`src/hdl/deadlock_detector_assert.svh`:
```
// assertion macros for the deadlock detector
// no dependencies; included by the top level only
`ifndef DEADLOCK_DETECTOR_ASSERT_SVH
`define DEADLOCK_DETECTOR_ASSERT_SVH

// condition implies consequence in the same cycle
`define DD_ASSERT_IMPL(label, clk, rst_n, ante, cons, msg) \
    label: assert property (@(posedge clk) disable iff (!rst_n) (ante) |-> (cons)) \
        else $error(msg);

// condition implies consequence in the next cycle
`define DD_ASSERT_NEXT(label, clk, rst_n, ante, cons, msg) \
    label: assert property (@(posedge clk) disable iff (!rst_n) (ante) |=> (cons)) \
        else $error(msg);

`endif

```
`src/hdl/dd_pkg.sv`:
```
// shared types, field widths and codes of the deadlock detector
// no dependencies
`default_nettype none

package dd_pkg;

    localparam int MAX_PROCS_DEF   = 16;
    localparam int MAX_RES_DEF     = 8;
    localparam int VALUE_WIDTH_DEF = 12;

    localparam int OPCODE_W   = 2;
    localparam int PIDX_W     = 4;
    localparam int RIDX_W     = 3;
    localparam int AMOUNT_W   = 12;
    localparam int MASK_W     = 16;
    localparam int PCNT_W     = 5;
    localparam int RCNT_W     = 4;
    localparam int CFG_IDX_W  = 2;
    localparam int CFG_DATA_W = 8;

    typedef enum logic [OPCODE_W-1:0] {
        OP_LOAD_ALLOC = 2'd0,
        OP_LOAD_REQ   = 2'd1,
        OP_LOAD_AVAIL = 2'd2,
        OP_RUN        = 2'd3
    } t_opcode;

    localparam logic [CFG_IDX_W-1:0] CFG_PROC_COUNT = 2'd0;
    localparam logic [CFG_IDX_W-1:0] CFG_RES_COUNT  = 2'd1;

    localparam logic [PCNT_W-1:0] PROC_COUNT_RST = 5'd16;
    localparam logic [RCNT_W-1:0] RES_COUNT_RST  = 4'd8;

    typedef struct packed {
        logic alloc_we;
        logic req_we;
        logic avail_we;
    } t_load_ctl;

    typedef struct packed {
        logic busy;
        logic done;
    } t_run_sts;

endpackage

`default_nettype wire

```
`src/hdl/dd_tables.sv`:
```
// allocation and request matrices and the available vector
// uses dd_pkg; one write port for loads, one registered read port per table
`default_nettype none

module dd_tables #(
    parameter int MAX_PROCS   = dd_pkg::MAX_PROCS_DEF,
    parameter int MAX_RES     = dd_pkg::MAX_RES_DEF,
    parameter int VALUE_WIDTH = dd_pkg::VALUE_WIDTH_DEF,
    localparam int PW    = (MAX_PROCS > 1) ? $clog2(MAX_PROCS) : 1,
    localparam int RW    = (MAX_RES > 1) ? $clog2(MAX_RES) : 1,
    localparam int DEPTH = MAX_PROCS * (2 ** RW)
) (
    input  logic                   i_clk,
    input  dd_pkg::t_load_ctl      i_ld,
    input  logic [PW-1:0]          i_ld_p,
    input  logic [RW-1:0]          i_ld_r,
    input  logic [VALUE_WIDTH-1:0] i_ld_data,
    input  logic [PW-1:0]          i_rd_p,
    input  logic [RW-1:0]          i_rd_r,
    output logic [VALUE_WIDTH-1:0] o_alloc_q,
    output logic [VALUE_WIDTH-1:0] o_req_q,
    output logic [VALUE_WIDTH-1:0] o_avail_q
);

    logic [VALUE_WIDTH-1:0] r_alloc_mem [DEPTH];
    logic [VALUE_WIDTH-1:0] r_req_mem   [DEPTH];
    logic [VALUE_WIDTH-1:0] r_avail     [MAX_RES];
    logic [VALUE_WIDTH-1:0] r_alloc_q;
    logic [VALUE_WIDTH-1:0] r_req_q;
    logic [VALUE_WIDTH-1:0] r_avail_q;
    logic [PW+RW-1:0]       wr_addr;
    logic [PW+RW-1:0]       rd_addr;

    assign wr_addr = {i_ld_p, i_ld_r};
    assign rd_addr = {i_rd_p, i_rd_r};

    always_ff @(posedge i_clk) begin
        if (i_ld.alloc_we) begin
            r_alloc_mem[wr_addr] <= i_ld_data;
        end
        r_alloc_q <= r_alloc_mem[rd_addr];
    end

    always_ff @(posedge i_clk) begin
        if (i_ld.req_we) begin
            r_req_mem[wr_addr] <= i_ld_data;
        end
        r_req_q <= r_req_mem[rd_addr];
    end

    always_ff @(posedge i_clk) begin
        if (i_ld.avail_we) begin
            r_avail[i_ld_r] <= i_ld_data;
        end
        r_avail_q <= r_avail[i_rd_r];
    end

    assign o_alloc_q = r_alloc_q;
    assign o_req_q   = r_req_q;
    assign o_avail_q = r_avail_q;

endmodule

`default_nettype wire

```
`src/hdl/dd_engine.sv`:
```
// detection sequencer: walks the tables, keeps work vector and finished flags
// uses dd_pkg; reads dd_tables through one address, with the data back in the next cycle
`default_nettype none

module dd_engine #(
    parameter int MAX_PROCS   = dd_pkg::MAX_PROCS_DEF,
    parameter int MAX_RES     = dd_pkg::MAX_RES_DEF,
    parameter int VALUE_WIDTH = dd_pkg::VALUE_WIDTH_DEF,
    localparam int PW  = (MAX_PROCS > 1) ? $clog2(MAX_PROCS) : 1,
    localparam int RW  = (MAX_RES > 1) ? $clog2(MAX_RES) : 1,
    localparam int PCW = $clog2(MAX_PROCS + 1),
    localparam int RCW = $clog2(MAX_RES + 1),
    localparam int WW  = VALUE_WIDTH + $clog2(MAX_PROCS + 1)
) (
    input  logic                      i_clk,
    input  logic                      i_rst_n,
    input  logic                      i_start,
    input  logic [PCW-1:0]            i_np,
    input  logic [RCW-1:0]            i_nr,
    output logic [PW-1:0]             o_rd_p,
    output logic [RW-1:0]             o_rd_r,
    input  logic [VALUE_WIDTH-1:0]    i_alloc_q,
    input  logic [VALUE_WIDTH-1:0]    i_req_q,
    input  logic [VALUE_WIDTH-1:0]    i_avail_q,
    output dd_pkg::t_run_sts          o_sts,
    output logic [dd_pkg::MASK_W-1:0] o_mask,
    output logic                      o_any
);

    typedef enum logic [3:0] {
        S_IDLE, S_INIT, S_INIT_END, S_SCAN, S_CHK, S_CHK_END, S_ADD, S_ADD_END, S_DONE
    } t_state;

    typedef enum logic [1:0] {
        K_INIT, K_CHK, K_ADD
    } t_kind;

    t_state             r_state;
    logic [PW-1:0]      r_p;
    logic [RW-1:0]      r_r;
    logic               r_changed;
    logic               r_t_vld;
    t_kind              r_t_kind;
    logic [PW-1:0]      r_t_p;
    logic [RW-1:0]      r_t_r;
    logic               r_t_first;
    logic               r_t_last;
    logic               r_fail;
    logic               r_nz;
    logic [WW-1:0]      r_work [MAX_RES];
    logic [MAX_PROCS-1:0] r_fin;

    logic               p_last;
    logic               r_last;
    logic [WW-1:0]      work_sel;
    logic               fail_now;
    logic               nz_now;
    logic               issuing;
    t_kind              issue_kind;
    t_state             adv_state;
    logic [PW-1:0]      adv_p;
    logic               adv_changed;

    assign p_last   = (PCW'(r_p) + PCW'(1)) == i_np;
    assign r_last   = (RCW'(r_r) + RCW'(1)) == i_nr;
    assign work_sel = r_work[r_t_r];
    assign fail_now = (r_t_first ? 1'b0 : r_fail) | (WW'(i_req_q) > work_sel);
    assign nz_now   = (r_t_first ? 1'b0 : r_nz) | (i_alloc_q != '0);

    always_comb begin
        issuing    = 1'b1;
        issue_kind = K_ADD;
        unique case (r_state)
            S_INIT:  issue_kind = K_INIT;
            S_CHK:   issue_kind = K_CHK;
            S_ADD:   issue_kind = K_ADD;
            default: issuing = 1'b0;
        endcase
    end

    // move to the next process; a pass that finished somebody restarts the scan, any other pass ends the run
    always_comb begin
        if (!p_last) begin
            adv_p       = r_p + PW'(1);
            adv_state   = S_SCAN;
            adv_changed = r_changed;
        end else if (r_changed) begin
            adv_p       = '0;
            adv_state   = S_SCAN;
            adv_changed = 1'b0;
        end else begin
            adv_p       = r_p;
            adv_state   = S_DONE;
            adv_changed = r_changed;
        end
    end

    always_ff @(posedge i_clk) begin
        if (!i_rst_n) begin
            r_state   <= S_IDLE;
            r_p       <= '0;
            r_r       <= '0;
            r_changed <= 1'b0;
            r_t_vld   <= 1'b0;
            r_fin     <= '0;
            for (int i = 0; i < MAX_RES; i++) begin
                r_work[i] <= '0;
            end
        end else begin
            r_t_vld   <= issuing;
            r_t_kind  <= issue_kind;
            r_t_p     <= r_p;
            r_t_r     <= r_r;
            r_t_first <= (r_r == '0);
            r_t_last  <= r_last;

            // read data stage
            if (r_t_vld) begin
                unique case (r_t_kind)
                    K_INIT: begin
                        r_nz <= nz_now;
                        if (r_t_last) begin
                            r_fin[r_t_p] <= !nz_now;
                        end
                        if (r_t_p == '0) begin
                            r_work[r_t_r] <= WW'(i_avail_q);
                        end
                    end
                    K_CHK:   r_fail <= fail_now;
                    K_ADD:   r_work[r_t_r] <= work_sel + WW'(i_alloc_q);
                    default: r_fail <= r_fail;
                endcase
            end

            unique case (r_state)
                S_IDLE: begin
                    if (i_start) begin
                        r_p <= '0;
                        r_r <= '0;
                        if (i_np == '0) begin
                            r_state <= S_DONE;
                        end else if (i_nr == '0) begin
                            // no resources in use: every row is empty
                            for (int i = 0; i < MAX_PROCS; i++) begin
                                if (i < int'(i_np)) begin
                                    r_fin[i] <= 1'b1;
                                end
                            end
                            r_state <= S_DONE;
                        end else begin
                            r_state <= S_INIT;
                        end
                    end
                end
                S_INIT: begin
                    if (r_last) begin
                        r_r <= '0;
                        if (p_last) begin
                            r_state <= S_INIT_END;
                        end else begin
                            r_p <= r_p + PW'(1);
                        end
                    end else begin
                        r_r <= r_r + RW'(1);
                    end
                end
                S_INIT_END: begin
                    r_p       <= '0;
                    r_changed <= 1'b0;
                    r_state   <= S_SCAN;
                end
                S_SCAN: begin
                    if (r_fin[r_p]) begin
                        r_p       <= adv_p;
                        r_changed <= adv_changed;
                        r_state   <= adv_state;
                    end else begin
                        r_r     <= '0;
                        r_state <= S_CHK;
                    end
                end
                S_CHK: begin
                    if (r_last) begin
                        r_r     <= '0;
                        r_state <= S_CHK_END;
                    end else begin
                        r_r <= r_r + RW'(1);
                    end
                end
                S_CHK_END: begin
                    if (!fail_now) begin
                        r_fin[r_p] <= 1'b1;
                        r_changed  <= 1'b1;
                        r_r        <= '0;
                        r_state    <= S_ADD;
                    end else begin
                        r_p       <= adv_p;
                        r_changed <= adv_changed;
                        r_state   <= adv_state;
                    end
                end
                S_ADD: begin
                    if (r_last) begin
                        r_r     <= '0;
                        r_state <= S_ADD_END;
                    end else begin
                        r_r <= r_r + RW'(1);
                    end
                end
                S_ADD_END: begin
                    r_p       <= adv_p;
                    r_changed <= adv_changed;
                    r_state   <= adv_state;
                end
                S_DONE:  r_state <= S_IDLE;
                default: r_state <= S_IDLE;
            endcase
        end
    end

    always_comb begin
        o_mask = '0;
        o_any  = 1'b0;
        for (int i = 0; i < MAX_PROCS; i++) begin
            if (i < int'(i_np) && !r_fin[i]) begin
                o_any = 1'b1;
                if (i < dd_pkg::MASK_W) begin
                    o_mask[i] = 1'b1;
                end
            end
        end
    end

    assign o_rd_p     = r_p;
    assign o_rd_r     = r_r;
    assign o_sts.busy = (r_state != S_IDLE);
    assign o_sts.done = (r_state == S_DONE);

endmodule

`default_nettype wire

```
`src/hdl/deadlock_detector.sv`:
```
// deadlock detector top level: handshakes, config registers, result register
// uses dd_pkg, dd_tables, dd_engine and deadlock_detector_assert.svh
//
//  channel | direction | handshake               | payload
//  --------+-----------+-------------------------+------------------------------------------
//  in      | to block  | i_in_valid / o_in_ready | opcode, process_index, resource_index, amount
//  out     | from blk  | o_out_valid / i_out_ready | deadlocked_mask, any_deadlock
//  cfg     | to block  | i_cfg_valid / o_cfg_ready | cfg_index, cfg_data
//
// loads are taken back to back while no run is in progress, also while a result waits
// a run first reads every entry of the np by nr tables to set up, then each pass visits the np
// processes, checks each unfinished one over the nr resources and adds the allocation of each
// one finished, at most np + 1 passes, then the result is loaded; a zero count skips straight to that
// input is held off during a run, and a run is held off while a result waits
// reset clears control state, counts go to 16 processes and 8 resources
`default_nettype none
`include "deadlock_detector_assert.svh"

module deadlock_detector #(
    parameter int MAX_PROCS   = dd_pkg::MAX_PROCS_DEF,
    parameter int MAX_RES     = dd_pkg::MAX_RES_DEF,
    parameter int VALUE_WIDTH = dd_pkg::VALUE_WIDTH_DEF
) (
    input  logic                          i_clk,
    input  logic                          i_rst_n,
    input  logic                          i_in_valid,
    output logic                          o_in_ready,
    input  logic [dd_pkg::OPCODE_W-1:0]   i_opcode,
    input  logic [dd_pkg::PIDX_W-1:0]     i_process_index,
    input  logic [dd_pkg::RIDX_W-1:0]     i_resource_index,
    input  logic [dd_pkg::AMOUNT_W-1:0]   i_amount,
    output logic                          o_out_valid,
    input  logic                          i_out_ready,
    output logic [dd_pkg::MASK_W-1:0]     o_deadlocked_mask,
    output logic                          o_any_deadlock,
    input  logic                          i_cfg_valid,
    output logic                          o_cfg_ready,
    input  logic [dd_pkg::CFG_IDX_W-1:0]  i_cfg_index,
    input  logic [dd_pkg::CFG_DATA_W-1:0] i_cfg_data
);

    localparam int PW  = (MAX_PROCS > 1) ? $clog2(MAX_PROCS) : 1;
    localparam int RW  = (MAX_RES > 1) ? $clog2(MAX_RES) : 1;
    localparam int PCW = $clog2(MAX_PROCS + 1);
    localparam int RCW = $clog2(MAX_RES + 1);

    logic [dd_pkg::PCNT_W-1:0] r_proc_count;
    logic [dd_pkg::RCNT_W-1:0] r_res_count;
    logic                      r_out_valid;
    logic [dd_pkg::MASK_W-1:0] r_mask;
    logic                      r_any;

    dd_pkg::t_opcode           op;
    dd_pkg::t_load_ctl         ld;
    dd_pkg::t_run_sts          eng_sts;
    logic                      in_acc;
    logic                      run_acc;
    logic                      idx_ok;
    logic [PCW-1:0]            np;
    logic [RCW-1:0]            nr;
    logic [PW-1:0]             rd_p;
    logic [RW-1:0]             rd_r;
    logic [VALUE_WIDTH-1:0]    alloc_q;
    logic [VALUE_WIDTH-1:0]    req_q;
    logic [VALUE_WIDTH-1:0]    avail_q;
    logic [dd_pkg::MASK_W-1:0] eng_mask;
    logic                      eng_any;

    assign op         = dd_pkg::t_opcode'(i_opcode);
    assign o_in_ready = !eng_sts.busy && (op != dd_pkg::OP_RUN || !r_out_valid);
    assign in_acc     = i_in_valid && o_in_ready;
    assign run_acc    = in_acc && (op == dd_pkg::OP_RUN);
    assign o_cfg_ready = 1'b1;

    // loads outside the table bounds are dropped
    assign idx_ok = (32'(i_resource_index) < MAX_RES)
                    && (op == dd_pkg::OP_LOAD_AVAIL || 32'(i_process_index) < MAX_PROCS);

    assign ld.alloc_we = in_acc && idx_ok && (op == dd_pkg::OP_LOAD_ALLOC);
    assign ld.req_we   = in_acc && idx_ok && (op == dd_pkg::OP_LOAD_REQ);
    assign ld.avail_we = in_acc && idx_ok && (op == dd_pkg::OP_LOAD_AVAIL);

    // counts above the table size act as the table size
    always_comb begin
        if (32'(r_proc_count) > MAX_PROCS) begin
            np = PCW'(MAX_PROCS);
        end else begin
            np = PCW'(r_proc_count);
        end
        if (32'(r_res_count) > MAX_RES) begin
            nr = RCW'(MAX_RES);
        end else begin
            nr = RCW'(r_res_count);
        end
    end

    always_ff @(posedge i_clk) begin
        if (!i_rst_n) begin
            r_proc_count <= dd_pkg::PROC_COUNT_RST;
            r_res_count  <= dd_pkg::RES_COUNT_RST;
        end else if (i_cfg_valid) begin
            if (i_cfg_index == dd_pkg::CFG_PROC_COUNT) begin
                r_proc_count <= i_cfg_data[dd_pkg::PCNT_W-1:0];
            end else if (i_cfg_index == dd_pkg::CFG_RES_COUNT) begin
                r_res_count <= i_cfg_data[dd_pkg::RCNT_W-1:0];
            end
        end
    end

    always_ff @(posedge i_clk) begin
        if (!i_rst_n) begin
            r_out_valid <= 1'b0;
        end else if (eng_sts.done) begin
            r_out_valid <= 1'b1;
            r_mask      <= eng_mask;
            r_any       <= eng_any;
        end else if (i_out_ready) begin
            r_out_valid <= 1'b0;
        end
    end

    assign o_out_valid       = r_out_valid;
    assign o_deadlocked_mask = r_mask;
    assign o_any_deadlock    = r_any;

    dd_tables #(
        .MAX_PROCS   (MAX_PROCS),
        .MAX_RES     (MAX_RES),
        .VALUE_WIDTH (VALUE_WIDTH)
    ) u_tables (
        .i_clk     (i_clk),
        .i_ld      (ld),
        .i_ld_p    (PW'(i_process_index)),
        .i_ld_r    (RW'(i_resource_index)),
        .i_ld_data (VALUE_WIDTH'(i_amount)),
        .i_rd_p    (rd_p),
        .i_rd_r    (rd_r),
        .o_alloc_q (alloc_q),
        .o_req_q   (req_q),
        .o_avail_q (avail_q)
    );

    dd_engine #(
        .MAX_PROCS   (MAX_PROCS),
        .MAX_RES     (MAX_RES),
        .VALUE_WIDTH (VALUE_WIDTH)
    ) u_engine (
        .i_clk     (i_clk),
        .i_rst_n   (i_rst_n),
        .i_start   (run_acc),
        .i_np      (np),
        .i_nr      (nr),
        .o_rd_p    (rd_p),
        .o_rd_r    (rd_r),
        .i_alloc_q (alloc_q),
        .i_req_q   (req_q),
        .i_avail_q (avail_q),
        .o_sts     (eng_sts),
        .o_mask    (eng_mask),
        .o_any     (eng_any)
    );

    `DD_ASSERT_IMPL(a_done_slot_free, i_clk, i_rst_n,
        eng_sts.done, !r_out_valid, "result while output full")
    `DD_ASSERT_NEXT(a_run_starts, i_clk, i_rst_n,
        run_acc, eng_sts.busy, "run transfer did not start engine")
    `DD_ASSERT_IMPL(a_busy_blocks_in, i_clk, i_rst_n,
        eng_sts.busy, !o_in_ready, "input taken during run")
    `DD_ASSERT_IMPL(a_any_covers_mask, i_clk, i_rst_n,
        o_out_valid && (o_deadlocked_mask != '0), o_any_deadlock, "flag clear with mask set")

endmodule

`default_nettype wire

```
`config.mk`:
```
export PLATFORM = sky130hd
export DESIGN_NAME = deadlock_detector
export DESIGN_NICKNAME = d
export VERILOG_FILES = /design/src/hdl/dd_pkg.sv /design/src/hdl/dd_tables.sv /design/src/hdl/dd_engine.sv /design/src/hdl/deadlock_detector.sv
export VERILOG_INCLUDE_DIRS = /design/src /design/src/hdl
export SDC_FILE = /design/constraint.sdc
export NUM_CORES = 2
export LEC_CHECK = 0
export BUFFER_PORTS_ARGS = -buffer_cell sky130_fd_sc_hd__buf_2
export CELL_PAD_IN_SITES_DETAIL_PLACEMENT = 1
export CELL_PAD_IN_SITES_GLOBAL_PLACEMENT = 1
export CORE_UTILIZATION = 56
export DETAILED_ROUTE_END_ITERATION = 8
export HOLD_SLACK_MARGIN = 0.05
export PLACE_DENSITY = 0.84
export REMOVE_ABC_BUFFERS = 1
export SYNTH_ARGS = -nofsm -noshare
export SYNTH_HDL_FRONTEND = slang
export SYNTH_SLANG_ARGS = --single-unit
```
`constraint.sdc`:
```
create_clock -name i_clk -period 5.45 [get_ports i_clk]
set_clock_uncertainty 0.15 [all_clocks]
set_input_delay 0.545 -clock i_clk [delete_from_list [all_inputs] [get_ports i_clk]]
set_output_delay 0.545 -clock i_clk [all_outputs]
set_load 0.01 [all_outputs]
```
==> impl_results.rst <==
.. list-table::
   :header-rows: 1

   * - Metric
     - Value
   * - Worst reg2reg setup slack
     - 0.43 ns
   * - Number of antenna violations at the first check in global routing
     - 41
   * - Worst setup slack after layout
     - 0.434 ns
   * - Routed Antenna Nets
     - 0
   * - Setup repair after global routing missed its margin
     - false
   * - Part of the Yosys area used for sequential elements
     - 0.764
   * - R2r worst-path depth
     - 12
   * - Headroom to the max-slew limit
     - 0.0500
   * - Total setup violations reported at the end of the flow
     - 0
   * - Internal power consumption
     - 46.2 mW
   * - Core Area
     - 236000 um2
   * - DP Area
     - 139000 um2
   * - Total congestion overflow after global routing
     - 0
   * - Synth Area in Compound Gates
     - 0.0342
   * - Worst-path clk slew
     - 0.06 ns
   * - Max-slew violation count
     - 0
   * - F_max
     - 199 MHz
   * - Post-synthesis instance total
     - 6554
   * - Instance count after placement with tap cells included
     - 9771
   * - Post-synth cell types
     - 78
   * - Post-route clock period utilization
     - 0.920
   * - Worst Hold Launch
     - i_amount[0]
   * - Post-Syn Area
     - 133000 um2
   * - Type of origin of the critical path
     - flop
   * - Avg WL per Cell
     - 41.8 um
   * - Max Fanout on Critical Path
     - 18
   * - Maximum VDD drop
     - 0.000413 V
   * - Leak pwr
     - 46.6 nW
   * - Class of the tightest hold or removal check
     - input port to flop
   * - Main combinational cell family by area after synthesis
     - multiplexers
   * - Crit Path Category
     - flop to flop
   * - Max-cap violations
     - 0
   * - Placer's final routability congestion estimate
     - 0.877
   * - Share of post-route cells with drive strength above 1
     - 0.236
   * - Run status
     - finished, final reports clean
   * - Total CTS buffers
     - 346
   * - CTS tree
     - yes
   * - Arrival time worst endpoint
     - 5.57 ns
   * - Simple-gate share of the synthesized area
     - 0.0277
   * - Number of clock sinks
     - 3412
   * - Pre-Repair DR Iteration Count
     - 8
   * - Vias in the first global route
     - 77902
   * - Via count
     - 76927
   * - Net count reported at finish
     - 7057
   * - Fraction of synthesis flops using an asynchronous set or reset pin
     - 0
   * - Reg power frac
     - 0.470
   * - Pin count of the biggest net entering global routing
     - 182
   * - I/O Buffers
     - 51
   * - Fin cells
     - 10413
   * - Fin area
     - 151000 um2
   * - Root buf cell
     - clkbuf_16
   * - Mean number of vias per cell
     - 7.39
   * - Number of top-level pins
     - 56
   * - Clk buf depth
     - 4
   * - Clock latency on the worst-skew pair
     - 1.03 ns
   * - Estimated wirelength of the detail-placed design
     - 234000 um
   * - Drt first-iter violations
     - 13027
   * - Die Wd
     - 490 um
   * - Crit Reg-Reg Endpoint
     - u_engine.r_work[2][13]
   * - Least-Margin Pin Slew
     - 1.42 ns
   * - Synth Area in XOR/XNOR
     - 0.00109
   * - Avg Synthesized Cell Area
     - 20.3 um2
   * - Effective utilization at floorplan
     - 0.565
   * - Switching component of the power
     - 16.1 mW
   * - Power share of the clock group
     - 0.386
   * - Global Route Usage Sum
     - 0.365
   * - Most used flip-flop cell after synthesis
     - edfxtp_1
   * - Die Outline Area
     - 240000 um2
   * - #FFs+latches synth
     - 3412
   * - Final WL
     - 436000 um
   * - Required time reported for the critical path endpoint
     - 6.00 ns
   * - Adder and majority gate portion of the synthesized area
     - 0.00297
   * - Shortest period the worst path allows
     - 5.02 ns
   * - Count of endpoints failing hold in the final timing report
     - 0
   * - Global-route wire length before repair
     - 606000 um
   * - # Post-CTS Setup Buffers
     - 0
   * - Floorplan die height
     - 490 um
   * - Layout overhead on the synthesized area
     - 13.1%
   * - H-tree levels
     - 5
   * - Share of synthesized area spent on multiplexers
     - 0.157
   * - Number of cell rows
     - 178
   * - DRC violations left
     - 0
   * - Finished Core Util
     - 0.638
   * - Commonest cells after routing, fill and taps aside
     - 3334 x edfxtp_1, 748 x mux4_2, 509 x nor2_1, 378 x mux2i_1, 351 x buf_4
   * - Sw Ratio
     - 0.258
   * - Leading cell type in the layout, fill and taps excluded
     - edfxtp_1
   * - Yosys warning count
     - 0
   * - Hold-critical path depth
     - 1
   * - Power per cell area
     - 414 nW/um2
   * - Pre-CTS setup slack
     - 0.312 ns
   * - EDFF count, synth
     - 3334
   * - Terminating pin of the worst hold path
     - u_tables.r_alloc_mem[58][0]
   * - Critical path capture point type
     - flop
   * - Share of power burned in combinational logic
     - 0.144
-- per-layer routing --
layer | up-vias | wire length [um] | track usage
met5 | - | 261 | 0
met4 | 42 | 30100 | 0.217
met3 | 1737 | 56800 | 0.103
met2 | 7663 | 206000 | 0.574
met1 | 39411 | 143000 | 0.454
li1 | 28074 | - | -
-- power groups by stage --
stage                     Sequential, mW  Clock, mW  Combinational, mW
after global placement              29.8          0               8.07
after floorplan                     29.9          0               4.41
after global routing                29.2       24.7               9.21
after detailed placement            29.8          0               8.43
after CTS                           29.2       24.0               8.81
final                               29.3       24.1               8.98
-- through the flow --
stage,setup TNS (ns),power (mW),hold WS (ns)
finish,0,62.3,0.0452
global route,0,63.2,0.0734
CTS,0,62.1,0.0504
detailed placement,0,38.2,0.344
global placement,0,37.8,0.341
floorplan,-1716.45,34.3,0.345
-- flip-flops by register name (all words and copies together) (netlist names), 5 cells and up, named ones only --
name / count
u_tables.r_alloc_mem: 1536
u_tables.r_req_mem: 1536
u_engine.r_work: 136
u_tables.r_avail: 96
o_deadlocked_mask: 16
u_engine.r_fin: 16
u_tables.o_alloc_q: 12
u_tables.o_avail_q: 12
u_tables.o_req_q: 12
r_proc_count: 5
-- cells by family after synthesis --
logic type | after synthesis
adder cells (fa/ha/maj) | 31
other | 1
buffers and inverters | 415
AND/OR/NAND/NOR | 872
flip-flops | 3412
multiplexers | 1147
AO/OA/AOI/OAI | 661
XOR/XNOR | 15
-- worst max path at each step --
| stage | from | cells after the start | end |
|---|---|---|---|
| 5_1_grt | flop | 13 | u_engine.r_work[2][13] |
| 2_1_floorplan | u_engine.o_rd_r[0] | 0 | u_engine.r_t_r[0] |
| 6_report | flop | 12 | u_engine.r_work[2][13] |
| 3_5_place_dp | flop | 14 | u_engine.r_work[2][16] |
| 3_3_place_gp | flop | 13 | u_engine.r_work[1][15] |
| 4_1_cts | flop | 14 | u_engine.r_work[3][16] |
-- final cells by class --
cell class / instances / area [um2]
fillers: 19007 / 85300
inverters: 38 / 154
well taps: 3150 / 3940
flip-flops and latches: 3412 / 102000
multi-input cells: 2727 / 29800
repair buffers: 465 / 4050
clock inverters: 161 / 1690
diodes: 18 / 45.0
clock buffers: 442 / 9230
-- synth_stat cells, types with 10 or more instances --
library cell     n  area, um2
o221ai_1       174       1520
buf_2           87        435
mux2i_1        378       3780
buf_4           25        188
clkbuf_1       216        811
nor2_1         510       1910
inv_1           38        143
dfxtp_1         78       1560
nor2b_1         21        131
ha_1            30        375
o311ai_0        17        149
o22ai_1         95        594
a21oi_1        131        656
edfxtp_1      3334     100000
mux4_2         748      16800
buf_1           48        180
nand2_1        189        709
nor3b_1         11       82.6
nand3_1         29        145
nor3_1          46        230
a31oi_1         11       68.8
mux2_2          16        180
nand4_1         10       62.6
o21ai_0        112        561
a211oi_1        42        315
-- worst max-delay path, cell delays in order (launching register included) --
cell and delay [ns]:
dfxtp_4 0.59, mux4_2 0.57, mux2i_1 0.44, inv_1 0.13, ha_1 0.37, o21ai_0 0.17, o21ai_0 0.24, a31oi_1 0.17
o21ai_0 0.30, nand2_1 0.19, a2111oi_0 0.63, xor2_1 0.56, nor2_1 0.17
-- timing repair --
action,in CTS,in global routing
gates resized for setup,0,3
endpoints found under the setup margin,0,32
endpoints found under the hold margin,82,0
hold buffers,21,0
No activity file was read; power rests on OpenSTA's default activity.
